### src/sv/sau_pkg.sv
// ----------------------------------------------------------------------------
// sau_pkg
// shared types and constants of the stack allocator unit
// ----------------------------------------------------------------------------
`default_nettype none

package sau_pkg;

  // sizing
  localparam int MAX_WORDS  = 16384;
  localparam int MAX_BLOCKS = 64;
  localparam int TOP_W      = $clog2(MAX_WORDS);        // word index below region end
  localparam int REGION_W   = 15;                       // region_words register
  localparam int IDX_W      = $clog2(MAX_BLOCKS);       // link stack address
  localparam int CNT_W      = $clog2(MAX_BLOCKS + 1);   // live block count

  // opcodes
  localparam logic [1:0] OP_PUSH   = 2'd0;
  localparam logic [1:0] OP_POP    = 2'd1;
  localparam logic [1:0] OP_REMOVE = 2'd2;
  localparam logic [1:0] OP_QUERY  = 2'd3;

  // result status codes
  localparam logic [2:0] ST_OK        = 3'd0;
  localparam logic [2:0] ST_EXHAUSTED = 3'd1;
  localparam logic [2:0] ST_NOT_FOUND = 3'd2;
  localparam logic [2:0] ST_EMPTY     = 3'd3;
  localparam logic [2:0] ST_LINK_FULL = 3'd4;

  // register index of region_words
  localparam logic REG_REGION = 1'b0;

  typedef enum logic [1:0] {
    S_IDLE,
    S_WALK,
    S_FINISH
  } ctrl_state_t;

  // controller -> datapath
  typedef struct packed {
    logic accept;     // latch a new transaction, start first link read
    logic walk_next;  // step the remove walk one block older
    logic walk_hit;   // remove found its block
    logic commit;     // update state and load the result register
  } dp_cmd_t;

  // datapath -> controller
  typedef struct packed {
    logic cnt_zero;   // no live blocks
    logic hit;        // link entry under the walk matches the offset
    logic idx_zero;   // walk is at the oldest block
    logic out_free;   // result register can take a new transaction
  } dp_stat_t;

endpackage

`default_nettype wire

### src/sv/stack_allocator_unit.sv
// ----------------------------------------------------------------------------
// stack_allocator_unit
// work-space stack allocator with mark and release over a word region
// ----------------------------------------------------------------------------
// sequence: push, pop and query go from accept straight to the commit, which loads
//   the result register once it is free; remove first walks link entries, newest first
// flow: one transaction at a time; the link stack read port sets the remove walk speed
// reset: synchronous, clears top, block count, output valid and region size
//   (16384 words); link stack contents are not cleared, never read unwritten
// ----------------------------------------------------------------------------
`default_nettype none

module stack_allocator_unit (
  input  wire logic        clk,
  input  wire logic        rst,
  // request channel
  input  wire logic        in_valid,
  output logic             in_ready,
  input  wire logic [1:0]  opcode,
  input  wire logic [15:0] request_bytes,
  input  wire logic [15:0] block_offset,
  // result channel
  output logic             out_valid,
  input  wire logic        out_ready,
  output logic [2:0]       status,
  output logic [15:0]      granted_offset,
  output logic [16:0]      free_bytes,
  // configuration port
  input  wire logic        psel,
  input  wire logic        penable,
  input  wire logic        pwrite,
  input  wire logic [2:0]  paddr,
  input  wire logic [31:0] pwdata,
  output logic [31:0]      prdata,
  output logic             pready
);
  import sau_pkg::*;

  logic [REGION_W-1:0] region_words;
  dp_cmd_t             cmd;
  dp_stat_t            stat;
  logic                cfg_wr;

  // configuration: region size register at byte address 0, zero-wait access
  assign pready = 1'b1;
  assign cfg_wr = psel && penable && pwrite && pready && (paddr[2] == REG_REGION);

  always_ff @(posedge clk) begin
    if (rst) begin
      region_words <= REGION_W'(MAX_WORDS);
    end else if (cfg_wr) begin
      region_words <= pwdata[REGION_W-1:0];
    end
  end

  // read back, addresses past the register read as zero
  assign prdata = (paddr[2] == REG_REGION) ? {{(32-REGION_W){1'b0}}, region_words} : '0;

  // controller: sequences accept, the remove walk and the commit of a result
  sau_ctrl u_ctrl (
    .clk      (clk),
    .rst      (rst),
    .in_valid (in_valid),
    .in_ready (in_ready),
    .opcode   (opcode),
    .stat     (stat),
    .cmd      (cmd)
  );

  // datapath: allocator state, link stack memory and the result register,
  // which holds a finished transaction while the next one is accepted
  sau_dp u_dp (
    .clk            (clk),
    .rst            (rst),
    .cmd            (cmd),
    .stat           (stat),
    .opcode         (opcode),
    .request_bytes  (request_bytes),
    .block_offset   (block_offset),
    .region_words   (region_words),
    .out_ready      (out_ready),
    .out_valid      (out_valid),
    .status         (status),
    .granted_offset (granted_offset),
    .free_bytes     (free_bytes)
  );

`ifndef SYNTH
  // only a successful transaction carries a granted offset
  a_granted_only_ok: assert property (@(posedge clk) disable iff (rst)
    (out_valid && (status != ST_OK)) |-> (granted_offset == 16'd0))
    else $error("granted offset on a failed transaction");

  // free space is whole words
  a_free_word_aligned: assert property (@(posedge clk) disable iff (rst)
    out_valid |-> (free_bytes[1:0] == 2'b00))
    else $error("free bytes not word aligned");

  // one transaction at a time: busy right after an accept
  a_busy_after_accept: assert property (@(posedge clk) disable iff (rst)
    (in_valid && in_ready) |=> !in_ready)
    else $error("accepted a transaction while busy");

  // a result appears only after a commit of the controller
  a_result_from_commit: assert property (@(posedge clk) disable iff (rst)
    $rose(out_valid) |-> $past(cmd.commit))
    else $error("result register loaded without a commit");
`endif

endmodule

`default_nettype wire

### src/sv/sau_ram.sv
// ----------------------------------------------------------------------------
// sau_ram
// generic single write, single read memory with registered read data
// ----------------------------------------------------------------------------
`default_nettype none

module sau_ram #(
  parameter int WIDTH = 14,
  parameter int DEPTH = 64
) (
  input  wire logic                     clk,
  input  wire logic                     wr_en,
  input  wire logic [$clog2(DEPTH)-1:0] wr_addr,
  input  wire logic [WIDTH-1:0]         wr_data,
  input  wire logic                     rd_en,
  input  wire logic [$clog2(DEPTH)-1:0] rd_addr,
  output logic      [WIDTH-1:0]         rd_data
);

  logic [WIDTH-1:0] mem [DEPTH];

  always_ff @(posedge clk) begin
    if (wr_en) begin
      mem[wr_addr] <= wr_data;
    end
    if (rd_en) begin
      rd_data <= mem[rd_addr];
    end
  end

endmodule

`default_nettype wire

### src/sv/sau_dp.sv
// ----------------------------------------------------------------------------
// sau_dp
// allocator datapath: top and count registers, link stack, result register
// ----------------------------------------------------------------------------
`default_nettype none

module sau_dp (
  input  wire logic               clk,
  input  wire logic               rst,
  input  wire sau_pkg::dp_cmd_t   cmd,
  output sau_pkg::dp_stat_t       stat,
  input  wire logic [1:0]         opcode,
  input  wire logic [15:0]        request_bytes,
  input  wire logic [15:0]        block_offset,
  input  wire logic [sau_pkg::REGION_W-1:0] region_words,
  input  wire logic               out_ready,
  output logic                    out_valid,
  output logic [2:0]              status,
  output logic [15:0]             granted_offset,
  output logic [16:0]             free_bytes
);
  import sau_pkg::*;

  logic [TOP_W-1:0]    top;
  logic [CNT_W-1:0]    count;
  logic [IDX_W-1:0]    idx;
  logic                found;
  logic [1:0]          op_q;
  logic [15:0]         req_q;
  logic [15:0]         offs_q;

  logic [TOP_W-1:0]    top_next;
  logic [CNT_W-1:0]    count_next;
  logic [CNT_W-1:0]    cnt_m1;
  logic [REGION_W-1:0] reff;
  logic [16:0]         bytes_rnd;
  logic [REGION_W-1:0] words;
  logic [15:0]         new_end;
  logic                fits;
  logic [2:0]          res_status;
  logic [15:0]         res_granted;
  logic [16:0]         res_free;
  logic [REGION_W-1:0] diff;

  logic                wr_en;
  logic                rd_en;
  logic [IDX_W-1:0]    rd_addr;
  logic [TOP_W-1:0]    rd_data;

  sau_ram #(
    .WIDTH (TOP_W),
    .DEPTH (MAX_BLOCKS)
  ) u_link (
    .clk     (clk),
    .wr_en   (wr_en),
    .wr_addr (count[IDX_W-1:0]),
    .wr_data (top),
    .rd_en   (rd_en),
    .rd_addr (rd_addr),
    .rd_data (rd_data)
  );

  assign cnt_m1  = count - CNT_W'(1);
  assign rd_en   = (cmd.accept && (count != '0)) || cmd.walk_next;
  assign rd_addr = cmd.accept ? cnt_m1[IDX_W-1:0] : idx - IDX_W'(1);

  assign stat.cnt_zero = (count == '0);
  assign stat.hit      = (rd_data == offs_q[15:2]) && (offs_q[1:0] == 2'b00);
  assign stat.idx_zero = (idx == '0);
  assign stat.out_free = !out_valid || out_ready;

  // effective region, clipped to the physical size
  assign reff = (region_words > REGION_W'(MAX_WORDS)) ? REGION_W'(MAX_WORDS) : region_words;

  // request plus 12 bookkeeping bytes, rounded up to 8, in words
  assign bytes_rnd = {1'b0, req_q} + 17'd19;
  assign words     = {bytes_rnd[16:3], 1'b0};
  assign new_end   = {2'b00, top} + {1'b0, words};
  assign fits      = new_end < {1'b0, reff};

  always_comb begin
    top_next    = top;
    count_next  = count;
    res_status  = ST_OK;
    res_granted = '0;
    wr_en       = 1'b0;
    case (op_q)
      OP_PUSH: begin
        if (!fits) begin
          res_status = ST_EXHAUSTED;
        end else if (count == CNT_W'(MAX_BLOCKS)) begin
          res_status = ST_LINK_FULL;
        end else begin
          wr_en       = cmd.commit;
          top_next    = new_end[TOP_W-1:0];
          count_next  = count + CNT_W'(1);
          res_granted = {top, 2'b00};
        end
      end
      OP_POP: begin
        if (count == '0) begin
          res_status = ST_EMPTY;
        end else begin
          top_next   = rd_data;
          count_next = cnt_m1;
        end
      end
      OP_REMOVE: begin
        if (found) begin
          top_next   = rd_data;
          count_next = {1'b0, idx};
        end else begin
          res_status = ST_NOT_FOUND;
        end
      end
      default: begin
      end
    endcase
    diff     = reff - {1'b0, top_next};
    res_free = ({1'b0, top_next} < reff) ? {diff, 2'b00} : '0;
  end

  always_ff @(posedge clk) begin
    if (rst) begin
      top       <= '0;
      count     <= '0;
      found     <= 1'b0;
      out_valid <= 1'b0;
    end else begin
      if (cmd.accept) begin
        found <= 1'b0;
      end else if (cmd.walk_hit) begin
        found <= 1'b1;
      end
      if (cmd.commit) begin
        top       <= top_next;
        count     <= count_next;
        out_valid <= 1'b1;
      end else if (out_ready) begin
        out_valid <= 1'b0;
      end
    end
  end

  always_ff @(posedge clk) begin
    if (cmd.accept) begin
      op_q   <= opcode;
      req_q  <= request_bytes;
      offs_q <= block_offset;
      idx    <= cnt_m1[IDX_W-1:0];
    end else if (cmd.walk_next) begin
      idx <= idx - IDX_W'(1);
    end
    if (cmd.commit) begin
      status         <= res_status;
      granted_offset <= res_granted;
      free_bytes     <= res_free;
    end
  end

endmodule

`default_nettype wire

### src/sv/sau_ctrl.sv
// ----------------------------------------------------------------------------
// sau_ctrl
// allocator controller: accept, remove walk, result commit
// ----------------------------------------------------------------------------
`default_nettype none

module sau_ctrl (
  input  wire logic             clk,
  input  wire logic             rst,
  input  wire logic             in_valid,
  output logic                  in_ready,
  input  wire logic [1:0]       opcode,
  input  wire sau_pkg::dp_stat_t stat,
  output sau_pkg::dp_cmd_t      cmd
);
  import sau_pkg::*;

  ctrl_state_t state;
  ctrl_state_t state_next;

  always_ff @(posedge clk) begin
    if (rst) begin
      state <= S_IDLE;
    end else begin
      state <= state_next;
    end
  end

  always_comb begin
    state_next = state;
    in_ready   = 1'b0;
    cmd        = '0;
    case (state)
      S_IDLE: begin
        in_ready = 1'b1;
        if (in_valid) begin
          cmd.accept = 1'b1;
          if (opcode == OP_REMOVE && !stat.cnt_zero) begin
            state_next = S_WALK;
          end else begin
            state_next = S_FINISH;
          end
        end
      end
      S_WALK: begin
        // one link entry examined per cycle, newest first
        if (stat.hit) begin
          cmd.walk_hit = 1'b1;
          state_next   = S_FINISH;
        end else if (stat.idx_zero) begin
          state_next = S_FINISH;
        end else begin
          cmd.walk_next = 1'b1;
        end
      end
      S_FINISH: begin
        if (stat.out_free) begin
          cmd.commit = 1'b1;
          state_next = S_IDLE;
        end
      end
      default: begin
        state_next = S_IDLE;
      end
    endcase
  end

endmodule

`default_nettype wire

### config.mk
export PLATFORM = sky130hd
export DESIGN_NAME = stack_allocator_unit
export DESIGN_NICKNAME = d
export VERILOG_FILES = /design/src/sv/sau_pkg.sv /design/src/sv/stack_allocator_unit.sv /design/src/sv/sau_ram.sv /design/src/sv/sau_dp.sv /design/src/sv/sau_ctrl.sv
export SDC_FILE = /design/constraint.sdc
export NUM_CORES = 1
export LEC_CHECK = 0
export BUFFER_PORTS_ARGS = -buffer_cell sky130_fd_sc_hd__buf_2
export CAP_MARGIN = 0
export CORE_MARGIN = 2
export CORE_UTILIZATION = 60
export CTS_CLUSTER_DIAMETER = 40
export DETAILED_ROUTE_END_ITERATION = 6
export PLACE_DENSITY = 0.75
export SETUP_SLACK_MARGIN = 0.4
export SYNTH_ARGS = -nofsm -noshare
export SYNTH_HDL_FRONTEND = slang
export SYNTH_SLANG_ARGS = --single-unit
### constraint.sdc
create_clock -name clk -period 8.4 [get_ports clk]
set_input_delay 0.84 -clock clk [delete_from_list [all_inputs] [get_ports clk]]
set_output_delay 0.84 -clock clk [all_outputs]
set_load 0.01 [all_outputs]
; ---- Word level (Yosys, flattened, before mapping)
; Memory sizes are Yosys's and may differ from the RTL's. A register that Yosys moved wholly into a read port is not among the register bits.
; Index checks and enable logic that the tools add are counted.
[totals]
register_bits = 116
latchBits = 0
ram_bits = 896
rom_bits = 0
in_bits = 76
output_inout_bits = 71
word_cells = 108
mem_count = 1
[memory_table]
columns = memory, words, word_bits, rd, rd_clocked_by_memory_dff, wr, line
row1 = u_dp.u_link.mem, 64, 14, 1, 1, 1, sau_ram.sv:20  ; logic [WIDTH-1:0] mem [DEPTH];
[classes]
n_addsub = 6
multipliers = 0
n_div = 0
n_lt_le_gt_ge = 3
eq_ne = 14
n_shift = 0
mux = 42
bitwise = 3
n_reduce_logical = 24
[op_table]
columns = cell, n
row1 = $mux 14, 4
row2 = $pmux 14 s3, 1
row3 = $mux 15, 2
row4 = $mux 7, 4
row5 = $pmux 7 s3, 1
row6 = $mux 6, 3
row7 = $add 16x5->17 const B, 1
row8 = $add 14x15->16, 1
row9 = $lt 16x15->1, 1
row10 = $mux 2, 8
row11 = $gt 15x15->1 const B, 1
row12 = $lt 14x15->1, 1
row13 = $mux 1, 15
row14 = $sub 15x14->15, 1
row15 = $eq 14x14->1, 1
row16 = $pmux 3 s3, 1
row17 = $ne 2x2->1 const B, 4
row18 = $add 7x1->7 const B, 1
row19 = $eq 7x7->1 const B, 1
row20 = $logic_not 7->1, 1
row21 = $reduce_bool 7->1, 1
row22 = $sub 7x1->7 const B, 1
row23 = $eq 2x2->1 const B, 3
row24 = $logic_and 1x1->1, 6
row25 = other kinds (18), 28

; ---- Depth between registers and ports, before layout
; Gate-level depths: netlist of the first run.
[depth]
ltp_word = 9
ltp_mapped = 30

; ---- By module
; A second synthesis of the first run with hierarchy kept.
[hier_totals]
cells_unflattened = 2400
hier_area_um2 = 42812.3
[modules_own_cells]
columns = mod, n_inst, cells_per_inst, area_per_inst_um2
row1 = sau_ram, 1, 1571, 35018.6
row2 = sau_dp, 1, 712, 6730.2
row3 = stack_allocator_unit, 1, 102, 938.4
row4 = sau_ctrl, 1, 15, 125.1

; ---- Worst setup path before layout of the first run
; Ideal clock, no wire load.
[synth_path]
kind = reg-to-reg
startpoint = register u_dp.top[1]
endpoint = register u_dp.free_bytes[14], data pin
setup_ns = 0.266
arrival_time_ns = 6.243
required_time_ns = 8.134
slack_ns = 1.891
path_stages_with_launch = 26
path_buffers = 1
synth_period_minus_slack_ns = 6.509
path_cell_list = dfxtp_1 ha_1 inv_1 fa_1 nor2b_1 o31a_1 o211ai_1 nand2_1 xor2_1 ha_1 and2_1 a221oi_1 o21ai_0 a31o_1 buf_2 nor3_4 a21boi_0 a2bb2oi_1 fa_1 a21o_1 a21oi_1 o21ai_0 a2111o_1 a31oi_1 xor2_1 nor2_1
[synth_via]
elab_chain_cells = 5
[synth_rtl]
columns = item, line
row1 = from (decl), sau_dp.sv:24  ; logic [TOP_W-1:0] top;
row2 = from (signal assigned), sau_dp.sv:136  ; top <= top_next;
row3 = $add 14x15->16, sau_dp.sv:78  ; assign new_end = {2'b00, top} + {1'b0, words};
row4 = $lt 16x15->1 / $mux 14 (equally long branches), "sau_dp.sv:79, sau_dp.sv:91"
row5 = $mux 14, sau_dp.sv:89  ; if (!fits) begin
row6 = $pmux 14 s3 (*), sau_dp.sv:87  ; case (op_q)
row7 = $sub 15x14->15 / $lt 14x15->1 (equally long branches), "sau_dp.sv:119, sau_dp.sv:120"
row8 = to (signal assigned), sau_dp.sv:157  ; free_bytes <= res_free;
row9 = to (decl), sau_dp.sv:20  ; output logic [16:0] free_bytes
; Mark *: on every way between the ends. The rest lies on a longest branch, timed or not.
; A chain may end at the register's enable or synchronous reset.

; ---- Worst setup path in the final report of the first run
[layout_path]
startpoint = register u_dp.req_q[0]
endpoint = register u_dp.free_bytes[13], data pin
[layout_via]
elab_chain_cells = 6
[layout_rtl]
columns = item, line
row1 = from (decl), sau_dp.sv:29  ; logic [15:0] req_q;
row2 = from (signal assigned), sau_dp.sv:148  ; req_q <= request_bytes;
row3 = $add 16x5->17 (*), sau_dp.sv:76  ; assign bytes_rnd = {1'b0, req_q} + 17'd19;
row4 = $add 14x15->16 (*), sau_dp.sv:78
row5 = $lt 16x15->1 / $mux 14 (equally long branches), "sau_dp.sv:79, sau_dp.sv:91"
row6 = $mux 14 (*), sau_dp.sv:89
row7 = $pmux 14 s3 (*), sau_dp.sv:87
row8 = $sub 15x14->15 / $lt 14x15->1 (equally long branches), "sau_dp.sv:119, sau_dp.sv:120"
; Marked as above.

==> run summary, run 1 <==
Seq cells post-synth -> 1022
Wirelength per Cell -> 24.6 um
Detail Placement HPWL -> 66300 um
Final #Nets -> 3808
CTS max path bufs -> 3
Post-synth top cells -> edfxtp_1 (982), nand2_1 (770), nand3_1 (354)
Grt total ovfl -> 0
CTS sink count -> 1022
Clock Tree Root -> clkbuf_16
HP Class -> in -> reg
Path depth of the worst reg2reg path -> 26
Die Y -> 275 um
Worst slew margin -> 0.0394
Final instance area -> 49600 um^2
Cts repair resizes -> 0
Top Ports -> 147
Rows -> 99
Post-synthesis cell type count -> 89
Final Wtd Congestion -> 0.970
Yosys top cell area share -> 0.667
Num CTS Buffers -> 118
Top-count cell post-synth -> edfxtp_1
Drt initial violations -> 4348
Clock skew -> 0.0354 ns
Total GRT Usage -> 0.306
Post-synth top flop -> edfxtp_1
Non-Filler Instances -> 4745
Dpl cell area -> 45700 um^2
Largest net degree at the start of global routing -> 226
DRT Wirelength -> 117000 um
Crit Path Class -> reg -> reg
Drt via density -> 6.46
Number of synthesized flops with an enable pin -> 982
DP Worst Slack -> 1.38 ns
Asr flop ratio synth -> 0
Synth area leader -> edfxtp_1
Crit end category -> register
Maximum clock rate -> 140 MHz
Area Overhead vs Synth -> 12.2%
# DRC -> 2
Clock Latency Late Sink -> 0.70 ns
Final setup viols -> 0
Worst Path Required -> 8.83 ns
Setup bufs post-CTS -> 0
Synth Cell Area -> 44200 um^2
DRT antenna net count -> 0
TNS Setup -> 0 ns
Synth top area cells -> edfxtp_1 (67%), nand2_1 (6.5%), nand3_1 (4.0%), a211oi_1 (3.9%), a311oi_1 (2.3%)
Vias in the first global route -> 28700
Post-Synthesis Cells -> 3586
Fin. max-slew vios -> 0
Layout cells sized above 1 -> 0.118
Fin crit share -> 0.850
Failing checks -> design-rule violations
Final hold slack -> 0.310 ns
Leakage -> 17.7 nW
Core area -> 73000 um^2
Slew @ Worst Pin -> 1.43 ns
Worst-case vdd ir drop -> 0.209 mV
Final hold viol count -> 0
Status -> complete, but fails checks
Inst Count DP -> 4520
IO Port Bufs -> 105
Syn. warnings -> 0
Max cap viols -> 0
Vias -> 30600
DRT Pass-1 Iters -> 7
CP max FO -> 14
Starting density of the core -> 0.606
Power Density -> 249 nW/um^2
Register area share after synthesis -> 0.686
Post-route setup slack -> 1.26 ns
Critical path arrival -> 7.57 ns
Fin crit period -> 7.14 ns
Initial antenna violation count -> 2
H-Tree Depth -> 3
Register clock-pin slew on the reported worst setup and hold paths -> 0.06 ns
First-pass GRT wire length -> 174000 um
Die ar. -> 75800 um^2
RSZ-0062 raised after global routing -> no
Startpoint Class -> register
Syn_area_per_cell -> 12.3 um^2
Chip Width -> 275 um
CTS Hold Bufs -> 0
TritonCTS clock tree -> yes
Hold Path Cell Cnt -> 1
area by class of cell:
cell class / count / area [um^2]
fillers: 4948 / 23400
inverters: 162 / 618
repair buffers: 214 / 1370
well taps: 959 / 1200
clock buffers: 138 / 3030
flip-flops and latches: 1022 / 30300
multi-input cells: 2163 / 12200
clock inverters: 85 / 841
diodes: 2 / 5.00
path summary, 6_finish.rpt:
path | slack (ns) | start | to
max | 1.26 | u_dp.req_q[0] | u_dp.free_bytes[13]
min | 0.31 | block_offset[1] | u_dp.offs_q[1]
max reg2reg | 1.26 | u_dp.req_q[0] | u_dp.free_bytes[13]
min reg2reg | 0.50 | region_words[12] | region_words[12]
registers in the layout, summed over array words and instances, names as in the netlist, 2 cells and up:
signal / flops
region_words: 15
u_ctrl.state: 2
u_dp.count: 7
u_dp.free_bytes: 15
u_dp.granted_offset: 14
u_dp.idx: 6
u_dp.offs_q: 16
u_dp.op_q: 2
u_dp.req_q: 16
u_dp.status: 3
u_dp.top: 14
u_dp.u_link.mem: 896
u_dp.u_link.rd_data: 14
stage by stage:
stage               power (mW)   util
floorplan                 6.85      -
global placement          7.40  0.626
detailed placement        7.43  0.626
finish                    12.4  0.679
CTS                       12.3  0.679
global route              12.7  0.679
cell usage in the layout (no fill, tap or decap), types with 49 or more instances in the layout:
cell       count
ha_1          49
buf_4        107
inv_1        157
a311oi_1     116
edfxtp_1     982
a21oi_1       52
nand3_1      354
nand2_1      770
a211oi_1     230
clkbuf_16    118
buf_2        105
nor2_1       127
kinds of logic (layout without fill, tap and decap cells):
group	after synthesis	after routing	share of synthesized area
DFF	1022	1022	0.686
and+or+nand+nor	1449	1449	0.146
muxes	4	4	0.00113
AOI/OAI and AO/OA	589	589	0.101
adders and majority gates	51	51	0.0148
other	2	24	0.000170
xor gates and xnor gates	48	48	0.00951
buffers and inverters	421	599	0.0413
worst max-delay path, cell delays in order (launching register included):
cell	delay, ns
edfxtp_1	0.37
o211a_1	0.29
o2111ai_2	0.29
nor2_1	0.12
xor2_1	0.16
ha_1	0.35
a21o_1	0.21
a21o_1	0.19
a21oi_1	0.31
nand2_1	0.14
xor2_1	0.17
ha_1	0.29
and2_1	0.17
a221oi_1	0.27
o21ai_0	0.12
a31o_1	0.39
o21ai_1	0.66
nand4_1	0.17
a2bb2oi_1	0.33
ha_1	0.29
nor2b_1	0.13
o21ai_0	0.23
a211o_1	0.22
a21oi_1	0.13
o31ai_1	0.32
a21o_1	0.44
nor3b_1	0.11
power breakdown:
part / switching (mW) / internal, mW / leakage [nW] / total (mW)
clock network: 2.12 / 2.87 / 1.85 / 4.99
logic: 1.22 / 0.451 / 5.99 / 1.67
registers: 0.0362 / 5.65 / 9.88 / 5.69
metal layers:
layer / vias up / share of wire / wire length (um) / GRT usage
met2: 1888 / 0.46 / 53800 / 0.473
li1: 13600 / - / - / -
met1: 14900 / 0.38 / 44300 / 0.419
met3: 324 / 0.11 / 12600 / 0.0640
met4: 2 / 0.051 / 5930 / 0.145
met5: - / 0.00010 / 12 / 0
No activity file was read; power rests on OpenSTA's default activity.
==> run 2, diff against run 1 <==
--- a/config.mk
+++ b/config.mk
@@ -6,7 +6,7 @@
 export NUM_CORES = 1
 export LEC_CHECK = 0
 export BUFFER_PORTS_ARGS = -buffer_cell sky130_fd_sc_hd__buf_2
-export CAP_MARGIN = 0
+export CAP_MARGIN = 5
 export CORE_MARGIN = 2
 export CORE_UTILIZATION = 60
 export CTS_CLUSTER_DIAMETER = 40
==> constraint.sdc (replaced) <==
create_clock -name clk -period 8.4 [get_ports clk]
set_input_delay 1.26 -clock clk [delete_from_list [all_inputs] [get_ports clk]]
set_output_delay 1.26 -clock clk [all_outputs]
set_load 0.01 [all_outputs]
==> run summary, run 2 (same netlist as run 1, synthesis figures left out) <==
Die Y -> 275 um (unchanged)
Register clock-pin slew on the reported worst setup and hold paths -> 0.05 ns (about the same)
CTS Hold Bufs -> 0 (unchanged)
Leakage -> 18.1 nW (+2.3%)
Crit end category -> register
CP max FO -> 14 (unchanged)
Grt total ovfl -> 0 (unchanged)
Worst slew margin -> 0.212 (+0.172)
Maximum clock rate -> 137 MHz (-2.5%)
Clock Latency Late Sink -> 0.73 ns (+0.03 ns)
Ant diodes -> 0 (-2)
Power Density -> 263 nW/um^2 (+5.5%)
Top Registers -> u_dp.u_link.mem x896, u_dp.offs_q x16, u_dp.req_q x16
Vias in the first global route -> 28400 (-0.79%)
DRT antenna net count -> 0 (unchanged)
DRT Wirelength -> 117000 um (+0.25%)
Max cap viols -> 0 (unchanged)
Rows -> 99 (unchanged)
Initial antenna violation count -> 1 (-1)
Drt initial violations -> 4034 (-7.2%)
Drt via density -> 6.41 (-0.77%)
Largest net degree at the start of global routing -> 190 (-16%)
DRT Pass-1 Iters -> 6 (-1)
Fin crit share -> 0.872 (+0.0218)
Worst-case vdd ir drop -> 0.223 mV (+6.3%)
Area Overhead vs Synth -> 14.1%
Top Ports -> 147 (unchanged)
IO Port Bufs -> 105 (unchanged)
Commonest non-fill, non-tap cells in the layout -> edfxtp_1 (982), nand2_1 (770), nand3_1 (354)
Layout cells sized above 1 -> 0.127 (+0.00848)
Slew @ Worst Pin -> 1.17 ns (-0.253 ns)
Final hold slack -> 0.491 ns (+0.182 ns)
Crit Path Class -> reg -> reg
Final setup viols -> 0 (unchanged)
Biggest register -> u_dp.u_link.mem
Max reg flops -> 896 (unchanged)
Detail Placement HPWL -> 66300 um (-0.11%)
Final #Nets -> 3824 (+0.42%)
# DRC -> 0 (-2)
Clock skew -> 0.0230 ns (-0.0124 ns)
Commonest non-fill, non-tap cell in the layout -> edfxtp_1
Status -> complete, no violations
RSZ-0062 raised after global routing -> no
First-pass GRT wire length -> 172000 um (-0.70%)
Setup bufs post-CTS -> 0 (unchanged)
Vias -> 30500 (-0.33%)
Worst Path Required -> 8.86 ns (+0.03 ns)
Cts repair resizes -> 0 (unchanged)
Core area -> 73000 um^2 (unchanged)
TNS Setup -> 0 ns (unchanged)
Fin crit period -> 7.33 ns (+0.183 ns)
Fin. max-slew vios -> 0 (unchanged)
Startpoint Class -> register
Total GRT Usage -> 0.305 (about the same)
Wirelength per Cell -> 24.5 um (-0.19%)
Final hold viol count -> 0 (unchanged)
CTS sink count -> 1022 (unchanged)
Die ar. -> 75800 um^2 (unchanged)
TritonCTS clock tree -> yes
HP Class -> reg -> reg
Clock Tree Root -> clkbuf_16
Final Wtd Congestion -> 0.944 (-2.7%)
CTS max path bufs -> 3 (unchanged)
Chip Width -> 275 um (unchanged)
Starting density of the core -> 0.606 (unchanged)
Num CTS Buffers -> 134 (+14%)
Critical path arrival -> 7.78 ns (+0.21 ns)
H-Tree Depth -> 4 (+1)
run 2: final cells by class:
cell class	instances	area (um^2)
Multi-Input combinational cell	2163	12200
Inverter	162	618
Clock buffer	157	3520
Clock inverter	89	1170
Tap cell	959	1200
Timing Repair Buffer	214	1390
Fill cell	4883	22500
Sequential cell	1022	30300
run 2: layer usage:
| metal | share of wire | global-route usage | up-vias |
|---|---|---|---|
| met5 | 0.000060 | 0 | - |
| met4 | 0.045 | 0.145 | 2 |
| met3 | 0.098 | 0.0586 | 296 |
| met2 | 0.47 | 0.479 | 1729 |
| met1 | 0.39 | 0.417 | 14900 |
| li1 | - | - | 13600 |
run 2: path summary, 6_finish.rpt:
kind / from / endpoint / slack, ns / cells after the start
setup reg to reg: u_dp.req_q[3] / u_dp.free_bytes[13] / 1.07 / 24
setup / recovery: u_dp.req_q[3] / u_dp.free_bytes[13] / 1.07 / 24
hold reg to reg: region_words[4] / region_words[4] / 0.49 / 2
hold / removal: region_words[4] / region_words[4] / 0.49 / 2
run 2: power by group:
group / switching, mW / internal [mW]
sequential: 0.0385 / 5.66
clock: 2.25 / 3.64
combinational: 1.22 / 0.457
total: 3.51 / 9.76
run 2: critical path, cell delays in order, from the launching register on:
cell and delay (ns):
edfxtp_1 0.35, o211a_1 0.24, o2111ai_2 0.20, nor4_1 0.74, nand3_1 0.19, xnor2_1 0.17
ha_1 0.35, inv_1 0.14, nor3_1 0.06, a31oi_1 0.17, nand4_1 0.24, ha_1 0.37
a21o_1 0.16, a21oi_1 0.13, o21ai_0 0.11, a31o_1 0.39, o21ai_1 0.70, a21boi_0 0.27
o41ai_1 0.55, ha_1 0.38, and2_1 0.21, or3_1 0.37, nand2_1 0.08, a21o_1 0.37
nor3b_1 0.11
run 2: stage by stage:
| stage | worst slack, ns | utilization | total power, mW | instances | instance area [um^2] |
|---|---|---|---|---|---|
| after floorplan | 1.89 | - | 6.85 | 3606 | 44300 |
| after global placement | 1.37 | 0.627 | 7.40 | 4520 | 45700 |
| final | 1.07 | 0.691 | 13.3 | 4766 | 50400 |
| after global routing | 0.510 | 0.691 | 13.6 | 4766 | 50400 |
| after detailed placement | 1.25 | 0.627 | 7.43 | 4520 | 45700 |
| after CTS | 1.18 | 0.691 | 13.3 | 4766 | 50400 |
